[src/hw/rtl/swt_pkg.sv]
package swt_pkg;

  localparam int unsigned WordLimit  = 36;
  localparam int unsigned LenW       = 6;
  localparam int unsigned CntW       = 9;
  localparam int unsigned SkipW      = 9;
  localparam int unsigned QueueDepth = 2;
  localparam int unsigned QPtrW      = (QueueDepth > 1) ? $clog2(QueueDepth) : 1;
  localparam int unsigned QCntW      = $clog2(QueueDepth + 1);

  localparam logic [CntW-1:0] CountSat = CntW'(256);
  localparam logic [CntW-1:0] LenMax   = CntW'(255);

  localparam logic [7:0] CH_NUL    = 8'h00;
  localparam logic [7:0] CH_TAB    = 8'h09;
  localparam logic [7:0] CH_LF     = 8'h0a;
  localparam logic [7:0] CH_CR     = 8'h0d;
  localparam logic [7:0] CH_SPACE  = 8'h20;
  localparam logic [7:0] CH_QUOTE  = 8'h22;
  localparam logic [7:0] CH_DOT    = 8'h2e;
  localparam logic [7:0] CH_SLASH  = 8'h2f;
  localparam logic [7:0] CH_BSLASH = 8'h5c;
  localparam logic [7:0] CH_LOW_S  = 8'h73;
  localparam logic [7:0] CH_UP_S   = 8'h53;
  localparam logic [7:0] CH_LOW_B  = 8'h62;
  localparam logic [7:0] CH_UP_B   = 8'h42;
  localparam logic [7:0] CH_LOW_X  = 8'h78;

  typedef enum logic [2:0] {
    CLS_SEP   = 3'd0,
    CLS_CHAR  = 3'd1,
    CLS_WEND  = 3'd2,
    CLS_BODY  = 3'd3,
    CLS_CLOSE = 3'd4,
    CLS_CMT   = 3'd5,
    CLS_LEN   = 3'd6
  } class_e;

  typedef enum logic [2:0] {
    KIND_ORD   = 3'd0,
    KIND_DOTQ  = 3'd1,
    KIND_SQ    = 3'd2,
    KIND_BQ    = 3'd3,
    KIND_LCMT  = 3'd4
  } kind_e;

  // Decoded byte handed from the front to the back through the queue.
  typedef struct packed {
    logic [7:0] data;
    logic       last;
    logic       is_sep;
    logic       is_nl;
    logic       is_nul;
    logic       is_quote;
    logic       is_x;
    logic       is_bslash;
  } byte_info_t;

endpackage

[src/hw/rtl/swt_front.sv]
module swt_front (
  input  logic                  in_valid_i,
  output logic                  in_ready_o,
  input  logic [7:0]            script_byte_i,
  input  logic                  buffer_end_i,
  output logic                  push_valid_o,
  input  logic                  push_ready_i,
  output swt_pkg::byte_info_t   push_info_o
);

  logic [7:0] c;

  assign c = script_byte_i;

  always_comb begin
    push_info_o.data      = c;
    push_info_o.last      = buffer_end_i;
    push_info_o.is_nul    = (c == swt_pkg::CH_NUL);
    push_info_o.is_nl     = (c == swt_pkg::CH_LF);
    push_info_o.is_sep    = (c == swt_pkg::CH_SPACE) || (c == swt_pkg::CH_TAB) ||
                            (c == swt_pkg::CH_LF) || (c == swt_pkg::CH_CR) ||
                            (c == swt_pkg::CH_NUL);
    push_info_o.is_quote  = (c == swt_pkg::CH_QUOTE);
    push_info_o.is_x      = (c == swt_pkg::CH_LOW_X);
    push_info_o.is_bslash = (c == swt_pkg::CH_BSLASH);
  end

  assign push_valid_o = in_valid_i;
  assign in_ready_o   = push_ready_i;

endmodule

[src/hw/rtl/swt_fifo.sv]
module swt_fifo (
  input  logic                clk_i,
  input  logic                rst_ni,
  input  logic                push_valid_i,
  output logic                push_ready_o,
  input  swt_pkg::byte_info_t push_info_i,
  output logic                pop_valid_o,
  input  logic                pop_ready_i,
  output swt_pkg::byte_info_t pop_info_o
);

  swt_pkg::byte_info_t              slots_q [swt_pkg::QueueDepth];
  logic [swt_pkg::QPtrW-1:0]        wr_ptr_q, wr_ptr_d;
  logic [swt_pkg::QPtrW-1:0]        rd_ptr_q, rd_ptr_d;
  logic [swt_pkg::QCntW-1:0]        count_q, count_d;
  logic                             push, pop;

  assign push_ready_o = (count_q != swt_pkg::QCntW'(swt_pkg::QueueDepth));
  assign pop_valid_o  = (count_q != '0);
  assign pop_info_o   = slots_q[rd_ptr_q];

  assign push = push_valid_i && push_ready_o;
  assign pop  = pop_valid_o && pop_ready_i;

  always_comb begin
    wr_ptr_d = wr_ptr_q;
    rd_ptr_d = rd_ptr_q;
    count_d  = count_q;
    if (push) begin
      wr_ptr_d = (wr_ptr_q == swt_pkg::QPtrW'(swt_pkg::QueueDepth - 1)) ? '0 : wr_ptr_q + 1'b1;
    end
    if (pop) begin
      rd_ptr_d = (rd_ptr_q == swt_pkg::QPtrW'(swt_pkg::QueueDepth - 1)) ? '0 : rd_ptr_q + 1'b1;
    end
    if (push && !pop) begin
      count_d = count_q + 1'b1;
    end else if (pop && !push) begin
      count_d = count_q - 1'b1;
    end
  end

  always_ff @(posedge clk_i or negedge rst_ni) begin
    if (!rst_ni) begin
      wr_ptr_q <= '0;
      rd_ptr_q <= '0;
      count_q  <= '0;
    end else begin
      wr_ptr_q <= wr_ptr_d;
      rd_ptr_q <= rd_ptr_d;
      count_q  <= count_d;
    end
  end

  always_ff @(posedge clk_i) begin
    if (push) begin
      slots_q[wr_ptr_q] <= push_info_i;
    end
  end

endmodule

[src/hw/rtl/swt_back.sv]
module swt_back (
  input  logic                clk_i,
  input  logic                rst_ni,
  input  logic                pop_valid_i,
  output logic                pop_ready_o,
  input  swt_pkg::byte_info_t pop_info_i,
  output logic                out_valid_o,
  input  logic                out_ready_i,
  output logic [2:0]          byte_class_o,
  output logic [7:0]          word_char_o,
  output logic                word_done_o,
  output logic [2:0]          word_kind_o,
  output logic                length_valid_o,
  output logic [7:0]          length_value_o,
  output logic                eof_error_o
);

  typedef enum logic [6:0] {
    MODE_IDLE    = 7'b0000001,
    MODE_WORD    = 7'b0000010,
    MODE_STR     = 7'b0000100,
    MODE_BLEN    = 7'b0001000,
    MODE_SKIP    = 7'b0010000,
    MODE_BX      = 7'b0100000,
    MODE_COMMENT = 7'b1000000
  } mode_e;

  mode_e                       mode_q, mode_d;
  logic [swt_pkg::LenW-1:0]    len_q, len_d, base_len;
  logic [15:0]                 head_q, head_d, base_head;
  logic [swt_pkg::CntW-1:0]    cnt_q, cnt_d;
  logic [swt_pkg::SkipW-1:0]   skip_q, skip_d;
  logic                        bsl_q, bsl_d;
  logic                        do_char;

  swt_pkg::class_e             cls;
  swt_pkg::kind_e              kind;
  logic [7:0]                  wc, lval;
  logic                        done, lv, eof;

  logic                        out_valid_q;
  logic [2:0]                  class_q, kind_q;
  logic [7:0]                  wc_q, lval_q;
  logic                        done_q, lv_q, eof_q;
  logic                        step;

  swt_pkg::byte_info_t         b;

  assign b = pop_info_i;

  function automatic swt_pkg::kind_e kind_of(input logic [swt_pkg::LenW-1:0] len,
                                             input logic [15:0] head);
    logic [7:0] c0, c1;
    c0 = head[7:0];
    c1 = head[15:8];
    kind_of = swt_pkg::KIND_ORD;
    if (len == swt_pkg::LenW'(1) && c0 == swt_pkg::CH_BSLASH) begin
      kind_of = swt_pkg::KIND_LCMT;
    end else if (len == swt_pkg::LenW'(2)) begin
      if (c1 == swt_pkg::CH_QUOTE) begin
        if (c0 == swt_pkg::CH_DOT) begin
          kind_of = swt_pkg::KIND_DOTQ;
        end else if (c0 == swt_pkg::CH_LOW_S || c0 == swt_pkg::CH_UP_S) begin
          kind_of = swt_pkg::KIND_SQ;
        end else if (c0 == swt_pkg::CH_LOW_B || c0 == swt_pkg::CH_UP_B) begin
          kind_of = swt_pkg::KIND_BQ;
        end
      end else if (c0 == swt_pkg::CH_SLASH && c1 == swt_pkg::CH_SLASH) begin
        kind_of = swt_pkg::KIND_LCMT;
      end
    end
  endfunction

  function automatic mode_e enter_scan(input swt_pkg::kind_e k, input logic nul,
                                       input logic nl);
    enter_scan = MODE_IDLE;
    unique case (k)
      swt_pkg::KIND_DOTQ, swt_pkg::KIND_SQ: enter_scan = nul ? MODE_IDLE : MODE_STR;
      swt_pkg::KIND_BQ:                     enter_scan = MODE_BLEN;
      swt_pkg::KIND_LCMT:                   enter_scan = nl ? MODE_IDLE : MODE_COMMENT;
      default:                              enter_scan = MODE_IDLE;
    endcase
  endfunction

  always_comb begin
    mode_d    = mode_q;
    len_d     = len_q;
    head_d    = head_q;
    cnt_d     = cnt_q;
    skip_d    = skip_q;
    bsl_d     = bsl_q;
    base_len  = len_q;
    base_head = head_q;
    do_char   = 1'b0;
    cls       = swt_pkg::CLS_SEP;
    kind      = swt_pkg::KIND_ORD;
    wc        = '0;
    done      = 1'b0;
    lv        = 1'b0;
    lval      = '0;
    eof       = 1'b0;

    unique case (mode_q)
      MODE_STR: begin
        if (b.is_nul || b.is_quote) begin
          cls    = swt_pkg::CLS_CLOSE;
          mode_d = MODE_IDLE;
        end else begin
          cls = swt_pkg::CLS_BODY;
        end
      end
      MODE_BLEN: begin
        cls = swt_pkg::CLS_LEN;
        if (b.is_x) begin
          cnt_d  = '0;
          bsl_d  = 1'b0;
          mode_d = MODE_BX;
        end else begin
          skip_d = swt_pkg::SkipW'(b.data) + swt_pkg::SkipW'(1);
          mode_d = MODE_SKIP;
        end
      end
      MODE_SKIP: begin
        if (skip_q <= swt_pkg::SkipW'(1)) begin
          cls    = swt_pkg::CLS_CLOSE;
          skip_d = '0;
          mode_d = MODE_IDLE;
        end else begin
          cls    = swt_pkg::CLS_BODY;
          skip_d = skip_q - 1'b1;
        end
      end
      MODE_BX: begin
        if (b.is_quote && !bsl_q) begin
          cls    = swt_pkg::CLS_CLOSE;
          lv     = 1'b1;
          lval   = (cnt_q > swt_pkg::LenMax) ? 8'd0 : cnt_q[7:0];
          mode_d = MODE_IDLE;
        end else begin
          cls = swt_pkg::CLS_BODY;
          if (cnt_q != swt_pkg::CountSat) begin
            cnt_d = cnt_q + 1'b1;
          end
        end
        bsl_d = b.is_bslash;
      end
      MODE_COMMENT: begin
        if (b.is_nl) begin
          cls    = swt_pkg::CLS_SEP;
          mode_d = MODE_IDLE;
        end else begin
          cls = swt_pkg::CLS_CMT;
        end
      end
      MODE_WORD: begin
        if (b.is_sep) begin
          cls    = swt_pkg::CLS_WEND;
          done   = 1'b1;
          kind   = kind_of(len_q, head_q);
          mode_d = enter_scan(kind, b.is_nul, b.is_nl);
        end else begin
          do_char = 1'b1;
        end
      end
      default: begin
        // between words; unused codes behave the same
        if (b.is_sep) begin
          mode_d = MODE_IDLE;
        end else begin
          do_char   = 1'b1;
          base_len  = '0;
          base_head = '0;
        end
      end
    endcase

    if (do_char) begin
      head_d = base_head;
      if (base_len == swt_pkg::LenW'(0)) begin
        head_d[7:0] = b.data;
      end else if (base_len == swt_pkg::LenW'(1)) begin
        head_d[15:8] = b.data;
      end
      len_d  = (base_len == '1) ? base_len : base_len + 1'b1;
      cls    = swt_pkg::CLS_CHAR;
      wc     = b.data;
      mode_d = MODE_WORD;
      // cut the word at the limit or at the buffer end
      if (len_d >= swt_pkg::LenW'(swt_pkg::WordLimit) || b.last) begin
        done   = 1'b1;
        kind   = kind_of(len_d, head_d);
        eof    = b.last && (kind != swt_pkg::KIND_ORD);
        mode_d = MODE_IDLE;
      end
    end

    if (b.last) begin
      if (mode_d != MODE_IDLE && mode_d != MODE_WORD) begin
        eof = 1'b1;
      end
      mode_d = MODE_IDLE;
    end
  end

  assign pop_ready_o = !out_valid_q || out_ready_i;
  assign step        = pop_valid_i && pop_ready_o;

  always_ff @(posedge clk_i or negedge rst_ni) begin
    if (!rst_ni) begin
      mode_q      <= MODE_IDLE;
      len_q       <= '0;
      head_q      <= '0;
      cnt_q       <= '0;
      skip_q      <= '0;
      bsl_q       <= 1'b0;
      out_valid_q <= 1'b0;
    end else begin
      if (step) begin
        mode_q <= mode_d;
        len_q  <= len_d;
        head_q <= head_d;
        cnt_q  <= cnt_d;
        skip_q <= skip_d;
        bsl_q  <= bsl_d;
      end
      if (pop_ready_o) begin
        out_valid_q <= pop_valid_i;
      end
    end
  end

  always_ff @(posedge clk_i) begin
    if (step) begin
      class_q <= cls;
      wc_q    <= wc;
      done_q  <= done;
      kind_q  <= kind;
      lv_q    <= lv;
      lval_q  <= lval;
      eof_q   <= eof;
    end
  end

  assign out_valid_o    = out_valid_q;
  assign byte_class_o   = class_q;
  assign word_char_o    = wc_q;
  assign word_done_o    = done_q;
  assign word_kind_o    = kind_q;
  assign length_valid_o = lv_q;
  assign length_value_o = lval_q;
  assign eof_error_o    = eof_q;

endmodule

[src/hw/rtl/script_word_tokenizer.sv]
// Script word tokenizer: one classification result for every script byte.
// Input channel: script_byte_i with buffer_end_i marking the last byte of a
// buffer, transferred on in_valid_i and in_ready_o. Output channel: the
// result fields, transferred on out_valid_o and out_ready_i, in input order.
// Each transferred byte is written into the queue, and the back end then
// registers its result in the output register. Throughput: one byte per
// cycle while results are taken; the byte state machine settles each byte.
// The front end decodes each byte and writes it into a two-entry queue; the
// back end pops the queue into an output register. When the receiver stalls,
// the output register holds its result, the queue fills, and in_ready_o drops
// after two more bytes; it rises again once a result is taken and the queue pops.
// Reset empties the queue, drops out_valid_o and puts the scanner between
// words. After any byte with buffer_end_i the scanner is between words again.
module script_word_tokenizer (
  input  logic       clk_i,
  input  logic       rst_ni,
  input  logic       in_valid_i,
  output logic       in_ready_o,
  input  logic [7:0] script_byte_i,
  input  logic       buffer_end_i,
  output logic       out_valid_o,
  input  logic       out_ready_i,
  output logic [2:0] byte_class_o,
  output logic [7:0] word_char_o,
  output logic       word_done_o,
  output logic [2:0] word_kind_o,
  output logic       length_valid_o,
  output logic [7:0] length_value_o,
  output logic       eof_error_o
);

  logic                push_valid, push_ready;
  logic                pop_valid, pop_ready;
  swt_pkg::byte_info_t push_info, pop_info;

  swt_front u_front (
    .in_valid_i    (in_valid_i),
    .in_ready_o    (in_ready_o),
    .script_byte_i (script_byte_i),
    .buffer_end_i  (buffer_end_i),
    .push_valid_o  (push_valid),
    .push_ready_i  (push_ready),
    .push_info_o   (push_info)
  );

  swt_fifo u_fifo (
    .clk_i        (clk_i),
    .rst_ni       (rst_ni),
    .push_valid_i (push_valid),
    .push_ready_o (push_ready),
    .push_info_i  (push_info),
    .pop_valid_o  (pop_valid),
    .pop_ready_i  (pop_ready),
    .pop_info_o   (pop_info)
  );

  swt_back u_back (
    .clk_i          (clk_i),
    .rst_ni         (rst_ni),
    .pop_valid_i    (pop_valid),
    .pop_ready_o    (pop_ready),
    .pop_info_i     (pop_info),
    .out_valid_o    (out_valid_o),
    .out_ready_i    (out_ready_i),
    .byte_class_o   (byte_class_o),
    .word_char_o    (word_char_o),
    .word_done_o    (word_done_o),
    .word_kind_o    (word_kind_o),
    .length_valid_o (length_valid_o),
    .length_value_o (length_value_o),
    .eof_error_o    (eof_error_o)
  );

endmodule

[config.mk]
export PLATFORM = sky130hd
export DESIGN_NAME = script_word_tokenizer
export DESIGN_NICKNAME = d
export VERILOG_FILES = /design/src/hw/rtl/swt_pkg.sv /design/src/hw/rtl/swt_front.sv /design/src/hw/rtl/swt_fifo.sv /design/src/hw/rtl/swt_back.sv /design/src/hw/rtl/script_word_tokenizer.sv
export SDC_FILE = /design/constraint.sdc
export NUM_CORES = 1
export LEC_CHECK = 0
export BUFFER_PORTS_ARGS = -buffer_cell sky130_fd_sc_hd__buf_2
export CAP_MARGIN = 10
export CORE_MARGIN = 3
export CORE_UTILIZATION = 45
export DETAILED_ROUTE_END_ITERATION = 7
export GPL_ROUTABILITY_DRIVEN = 0
export PLACE_DENSITY_LB_ADDON = 0.08
export SYNTH_ARGS = -nofsm -noshare
export SYNTH_HDL_FRONTEND = slang
export SYNTH_SLANG_ARGS = --single-unit
[constraint.sdc]
create_clock -name clk_i -period 3.6 [get_ports clk_i]
set_input_delay 0.18 -clock clk_i [delete_from_list [all_inputs] [get_ports clk_i]]
set_output_delay 0.18 -clock clk_i [all_outputs]
set_load 0.05 [all_outputs]
# Yosys cells after proc, flatten, opt, wreduce, memory -nomap -nowiden
# Memories as Yosys holds them, arrays and structs flattened.
# Cells that the tools add are included.
classes:
  reduce_logical: 41
  mux: 78
  n_addsub: 8
  magnitude_cmp: 3
  shifts: 0
  eq_ne: 49
  bitwise: 2
  mul: 0
  n_div: 0
op_table:
  columns: ["cell", "count"]
  rows:
  - ["8-bit by 7-bit equality test with 1-bit output, second input constant", 12]
  - ["8-bit by 6-bit equality test with 1-bit output, second input constant", 10]
  - ["3-bit two-way mux", 25]
  - ["7-bit two-way mux", 9]
  - ["9-bit two-way mux", 5]
  - ["7-bit case mux with 6 select lines", 1]
  - ["8-bit two-way mux", 5]
  - ["9-bit case mux with 2 select lines", 2]
  - ["16-bit two-way mux", 2]
  - ["8-bit by 4-bit equality test with 1-bit output, second input constant", 3]
  - ["6-bit two-way mux", 4]
  - ["7-bit case mux with 3 select lines", 1]
  - ["6-bit by 1-bit equality test with 1-bit output, second input constant", 3]
  - ["3-bit case mux with 6 select lines", 1]
  - ["1-bit two-way mux", 16]
  - ["6-bit by 2-bit equality test with 1-bit output, second input constant", 2]
  - ["2-bit two-way mux", 6]
  - ["1-bit logical AND", 11]
  - ["1-bit logical OR", 11]
  - ["8-bit by 1-bit adder with 9-bit output, second input constant", 1]
  - ["9-bit by 1-bit adder with 9-bit output, second input constant", 1]
  - ["9-bit by 8-bit greater-than comparator with 1-bit output, second input constant", 1]
  - ["9-bit by 1-bit <= comparator with 1-bit output, second input constant", 1]
  - ["9-bit inequality test, second input constant", 1]
  - ["other kinds (34)", 47]
totals:
  out_inout_bits: 27
  ram_bits: 30
  latchBits: 0
  register_bits: 78
  wordCells: 199
  mem_bits_ro: 0
  input_bits: 13
  memories: 1
memory_table:
  columns: ["name", "depth", "width", "read_ports", "rd_clocked_by_memory_dff", "wr", "line", "rtl"]
  rows:
  - ["u_fifo.slots_q", 2, 15, 1, 0, 1, "swt_fifo.sv:12", "swt_pkg::byte_info_t slots_q [swt_pkg::QueueDepth];"]

# Depth between registers and ports, before layout
depth:
  depth_word: 22
  depth_mapped: 16
  mapped_depth_nobuf: 14

# Cells and area by module
# From an unflattened synthesis, not the netlist that was laid out.
hier_totals:
  hier_cells: 576
  area_unflattened_um2: 5982.0
by_module_without_submodules:
  columns: ["module", "seq_area_each_um2", "area_per_inst_um2", "n_inst", "cells_per_inst"]
  rows:
  - ["swt_back", 1978.1, 4448.0, 1, 482]
  - ["swt_fifo", 1001.0, 1331.3, 1, 65]
  - ["swt_front", 0.0, 202.7, 1, 29]

# Worst setup path before layout
# Ideal clock, no wire load.
synth_path:
  path_kind: "register to register"
  from: "register u_back.mode_q[5]"
  to: "register u_back.kind_q[0], in the netlist u_back.word_kind_o[0] (data pin)"
  slack_ns: 0.037
  t_arrival_ns: 3.394
  n_path_buf: 2
  synth_period_minus_slack_ns: 3.563
  path_stages_with_launch: 16
  required_ns: 3.431
  setup_ns: 0.169
  path_cell_list: "dfrtp_1 buf_6 or4b_1 o211a_2 o211ai_4 buf_6 nand2_1 ha_1 nor2b_1 nand2_1 nand2_1 o21ai_0 a221oi_1 nand2_1 or3_1 o31ai_1"
synth_between:
  elab_chain_cells: 18
  elab_cells_between_ends: 46
  classes_between: "add/sub: 1; order compare: 1; eq/ne: 17; mux: 20; reduce/logical: 7"
synth_lines:
  columns: ["element", "line", "rtl"]
  rows:
  - ["from (decl)", "swt_back.sv:28", "mode_e mode_q, mode_d;"]
  - ["from (signal assigned)", "swt_back.sv:219", "mode_q <= mode_d;"]
  - ["7-bit by 3-bit equality test with 1-bit output (tied with other cells)", "swt_back.sv:103", "unique case (mode_q)"]
  - ["6-bit OR reduction (no line)", null, null]
  - ["6-bit two-way mux", "swt_back.sv:103", null]
  - ["6-bit logical NOT", "swt_back.sv:179", "if (base_len == swt_pkg::LenW'(0)) begin"]
  - ["8-bit two-way mux", "swt_back.sv:179", null]
  - ["8-bit two-way mux", "swt_back.sv:177", "if (do_char) begin"]
  - ["8-bit by 7-bit equality test with 1-bit output", "swt_back.sv:65", "end else if (c0 == swt_pkg::CH_LOW_B || c0 == swt_pkg::CH_UP_B) begin"]
  - ["1-bit logical OR", "swt_back.sv:65", null]
  - ["[3 not listed]", null, null]
  - ["3-bit two-way mux", "swt_back.sv:60", "if (c1 == swt_pkg::CH_QUOTE) begin"]
  - ["3-bit two-way mux", "swt_back.sv:59", "end else if (len == swt_pkg::LenW'(2)) begin"]
  - ["3-bit two-way mux", "swt_back.sv:57", "if (len == swt_pkg::LenW'(1) && c0 == swt_pkg::CH_BSLASH) begin"]
  - ["3-bit two-way mux", "swt_back.sv:189", "if (len_d >= swt_pkg::LenW'(swt_pkg::WordLimit) || b.last) begin"]
  - ["3-bit two-way mux", "swt_back.sv:177", null]
  - ["3-bit two-way mux", "swt_back.sv:189", null]
  - ["3-bit two-way mux *", "swt_back.sv:177", null]
  - ["net u_back.kind[0]", "swt_back.sv:37", "swt_pkg::kind_e kind;"]
  - ["to (signal assigned)", "swt_back.sv:237", "kind_q <= kind;"]
  - ["to (decl)", "swt_back.sv:42", "logic [2:0] class_q, kind_q;"]
# Mark *: on every way through the listed nets, which the timed path passes. The rest lies on a longest branch. The select of a mux whose other input is x is not followed.
# A chain may end at the register's enable or synchronous reset.

# Final worst setup path
layout_path:
  from: "register u_back.mode_q[5]"
  to: "register u_back.eof_q, in the netlist u_back.eof_error_o (data pin)"
layout_between:
  elab_chain_cells: 22
  elab_cells_between_ends: 65
  classes_between: "add/sub: 1; order compare: 1; eq/ne: 21; mux: 31; reduce/logical: 11"
layout_lines:
  columns: ["element", "line", "rtl"]
  rows:
  - ["7-bit by 3-bit equality test with 1-bit output (tied with other cells)", "swt_back.sv:103", null]
  - ["6-bit OR reduction (no line)", null, null]
  - ["6-bit two-way mux", "swt_back.sv:103", null]
  - ["6-bit logical NOT", "swt_back.sv:179", null]
  - ["8-bit two-way mux", "swt_back.sv:179", null]
  - ["8-bit two-way mux", "swt_back.sv:177", null]
  - ["8-bit by 7-bit equality test with 1-bit output", "swt_back.sv:65", null]
  - ["1-bit logical OR", "swt_back.sv:65", null]
  - ["[7 not listed]", null, null]
  - ["3-bit two-way mux", "swt_back.sv:177", null]
  - ["3-bit nonzero test", "swt_back.sv:192", "eof = b.last && (kind != swt_pkg::KIND_ORD);"]
  - ["1-bit logical AND", "swt_back.sv:192", null]
  - ["1-bit two-way mux", "swt_back.sv:189", null]
  - ["1-bit two-way mux", "swt_back.sv:177", null]
  - ["1-bit two-way mux", "swt_back.sv:198", "if (mode_d != MODE_IDLE && mode_d != MODE_WORD) begin"]
  - ["1-bit two-way mux *", "swt_back.sv:197", "if (b.last) begin"]
  - ["net u_back.eof", "swt_back.sv:39", "logic done, lv, eof;"]
  - ["to (signal assigned)", "swt_back.sv:240", "eof_q <= eof;"]
  - ["to (decl)", "swt_back.sv:44", "logic done_q, lv_q, eof_q;"]
# Marked as above.

==> reports/metrics.cfg <==
[sta]
tightestPinTransition_ns = 1.22
post-route-period-util_pct = 94.4
relSlewSlack_pct = 18.4
hold_viol = 0
max_freq_ghz = 0.294
fin_worst_skew_ns = 0.00997
setup_slack_ns = 0.200
slew_violations = 0
setup_viol = 0
finalCriticalPeriod_ns = 3.40

[cts]
cts_root_buf = clkbuf_16
clk_pin_slew_ns = 0.07
cts_buffer_depth = 2
htree_num_levels = 3
cts_tree = yes
clock-sinks = 108
cts_buffers = 9
insertion_delay_ns = 0.36

[floorplan]
die_y_um = 119
initial_utilization_pct = 47.0
die-area_mm2 = 0.0142
die-width_um = 119
rows = 40
io_pins = 40
core-area_mm2 = 0.0123

[min_path]
hp-class = in2reg

[job]
drv_cap = 0

[grt]
grtUsageMet2_pct = 29.9
grt.met3_usage_pct = 5.60
grt.busiest_layer = met2
met1_usage_pct = 29.0
grt_max_degree = 31
grtUsageTotal_pct = 20.3
grt_overflow = 0
grt_pass1_wl_um = 22600
antenna_found_initial = 0
grt_pass1_vias = 4282

[place]
pre_cts_ws_ns = 0.0186
placed_cells_incl_taps = 773
io_buffers = 39
dpl-instance-area_mm2 = 0.00621
dp_hpwl_um = 10100

[routing]
vias = 4598
wire_per_inst_um = 17.5
viasPerCell = 5.79
wirelength_um = 13900
ant_nets = 0
dr.first_iter.drc_count = 361
drtPass1Iterations = 7
route.detailed.drc = 0

[cells_and_area]
fin_nets = 645
layout_commonest_cell = nand2_1
layout_common_cells = nand2_1, edfxtp_1, o21ai_0
layoutNonFillerInstCount = 794
areaGrowthSynthToFinish_pct = 14.3
fin_util_pct = 53.8
n_antenna_cell = 0
design_area_mm2 = 0.00659
drive_above_1_share_pct = 16.1

[power_and_ir_drop]
power.total_mw = 5.54
ir_drop_mv = 0.532
p_leak_nw = 2.65
p_per_area_mw_per_mm2 = 840

[logic_synthesis]
synth-edff-count = 55
synthArstFlopShare_pct = 49.1
ys.flop_type = edfxtp_1
synthCells = 568
yosys_register_bits = 108
ys_warn_count = 0
ys_types = 73
synthesis.area_mm2 = 0.00576
yosysSeqAreaShare_pct = 51.7
syn_area_per_cell_um2 = 10.1
synth_nets = 592

[setup_path]
cp_max_fo = 8
cp_common_cell = nand2_1
worstPathCellList = or4b_1 > o211a_2 > o211ai_4 > nand2_1 > ha_2 > buf_4 > nand2_1 > nand3_1 > o32ai_1 > o311ai_2 > a2111oi_2 > o311a_1
cp_slowest_cell = or4b_1
slowest_delay_ns = 0.55
crit_path_start_kind = flip-flop
worstSetupPathType = reg2reg
worstSetupEndpointType = flip-flop
arrival_ns = 3.63
critPathRequiredTime_ns = 3.83
ff2ff_setup_slack_ns = 0.20

[run_status]
status = finished, final reports clean

## worst max-delay path, delay by kind of cell (launching register included)
kind | cells | cell delay (ns)
buffers and inverters | 1 | 0.17
AND/OR/NAND/NOR | 4 | 0.93
flip-flops | 1 | 0.46
AO/OA/AOI/OAI | 6 | 1.49
adder cells (fa/ha/maj) | 1 | 0.24
## cell type report
type	count	area, um2
Clock buffer	10	229
Clock inverter	6	71.3
Fill cell	1059	5670
Inverter	23	86.3
Multi-Input combinational cell	417	2640
Sequential cell	108	2980
Tap cell	168	210
Timing Repair Buffer	62	373
## per-layer routing
layer	vias to the layer above	part of all wire, %
li1	2247	-
met2	154	45
met5	-	0
met4	0	2.1
met1	2169	47
met3	28	6.6
## logic make-up after synthesis
group | synth area share [%]
compound gates | 17.9
xor+xnor | 1.82
fa+ha+maj | 2.39
buf+inv | 3.19
flops | 51.7
mux | 2.84
simple gates | 20.2
## metrics by stage
step / TNS (ns) / hold WS, ns
after floorplan: 0 / -0.116
after global placement: 0 / 0.252
after detailed placement: 0 / 0.249
after CTS: 0 / 0.0296
after global routing: -0.0159 / 0.0268
final: 0 / 0.0365
## synthesized netlist by cell type (11+ instances only)
master    instances  area (um2)
nand2_1          64         240
edfxtp_1         55        1650
o21ai_0          53         265
dfrtp_1          52        1300
nor2_1           47         176
a21oi_1          23         115
inv_1            23        86.3
clkbuf_1         16        60.1
nand2b_1         15        93.8
mux2i_1          13         130
nand3_1          13        65.1
nor3_1           13        65.1
and3_1           11        68.8
ha_1             11         138
## power breakdown
group          internal, mW  switching, mW
clock network         0.548          0.467
logic                 0.773           1.76
registers              1.73          0.256
total                  3.05           2.48
## path summary, 6_finish.rpt
kind	start	to	cells past startpoint
max	u_back.mode_q[5]$_DFFE_PN0P_	u_back.eof_error_o$_DFFE_PP_	12
min	script_byte_i[7]	u_fifo.slots_q[0][14]$_DFFE_PP_	1
max reg2reg	u_back.mode_q[5]$_DFFE_PN0P_	u_back.eof_error_o$_DFFE_PP_	12
min reg2reg	u_back.head_q[14]$_DFFE_PN0P_	u_back.head_q[14]$_DFFE_PN0P_	2
max in group asynchronous	rst_ni	u_back.mode_q[5]$_DFFE_PN0P_	3
min in group asynchronous	rst_ni	u_back.len_q[3]$_DFFE_PN0P_	2
## what timing repair did
| item | in CTS | in global routing |
|---|---|---|
| setup buffers | 0 | 3 |
| hold endpoints to repair | 27 | 0 |
| gates resized for setup | 0 | 12 |
| setup endpoints to repair | 0 | 4 |
| hold buffers | 2 | 0 |
## sequential cells by signal (all words and copies together), names as in the netlist, 2 cells and up
register and cells:
u_back.head_q 16, u_fifo.count_q 2, u_back.cnt_q 9, u_back.word_char_o 8
u_back.len_q 6, u_fifo.slots_q 30, u_back.length_value_o 8, u_back.byte_class_o 3
u_back.mode_q 7, u_back.skip_q 9, u_back.word_kind_o 3
Note: power is estimated with default switching activity, not from simulation.
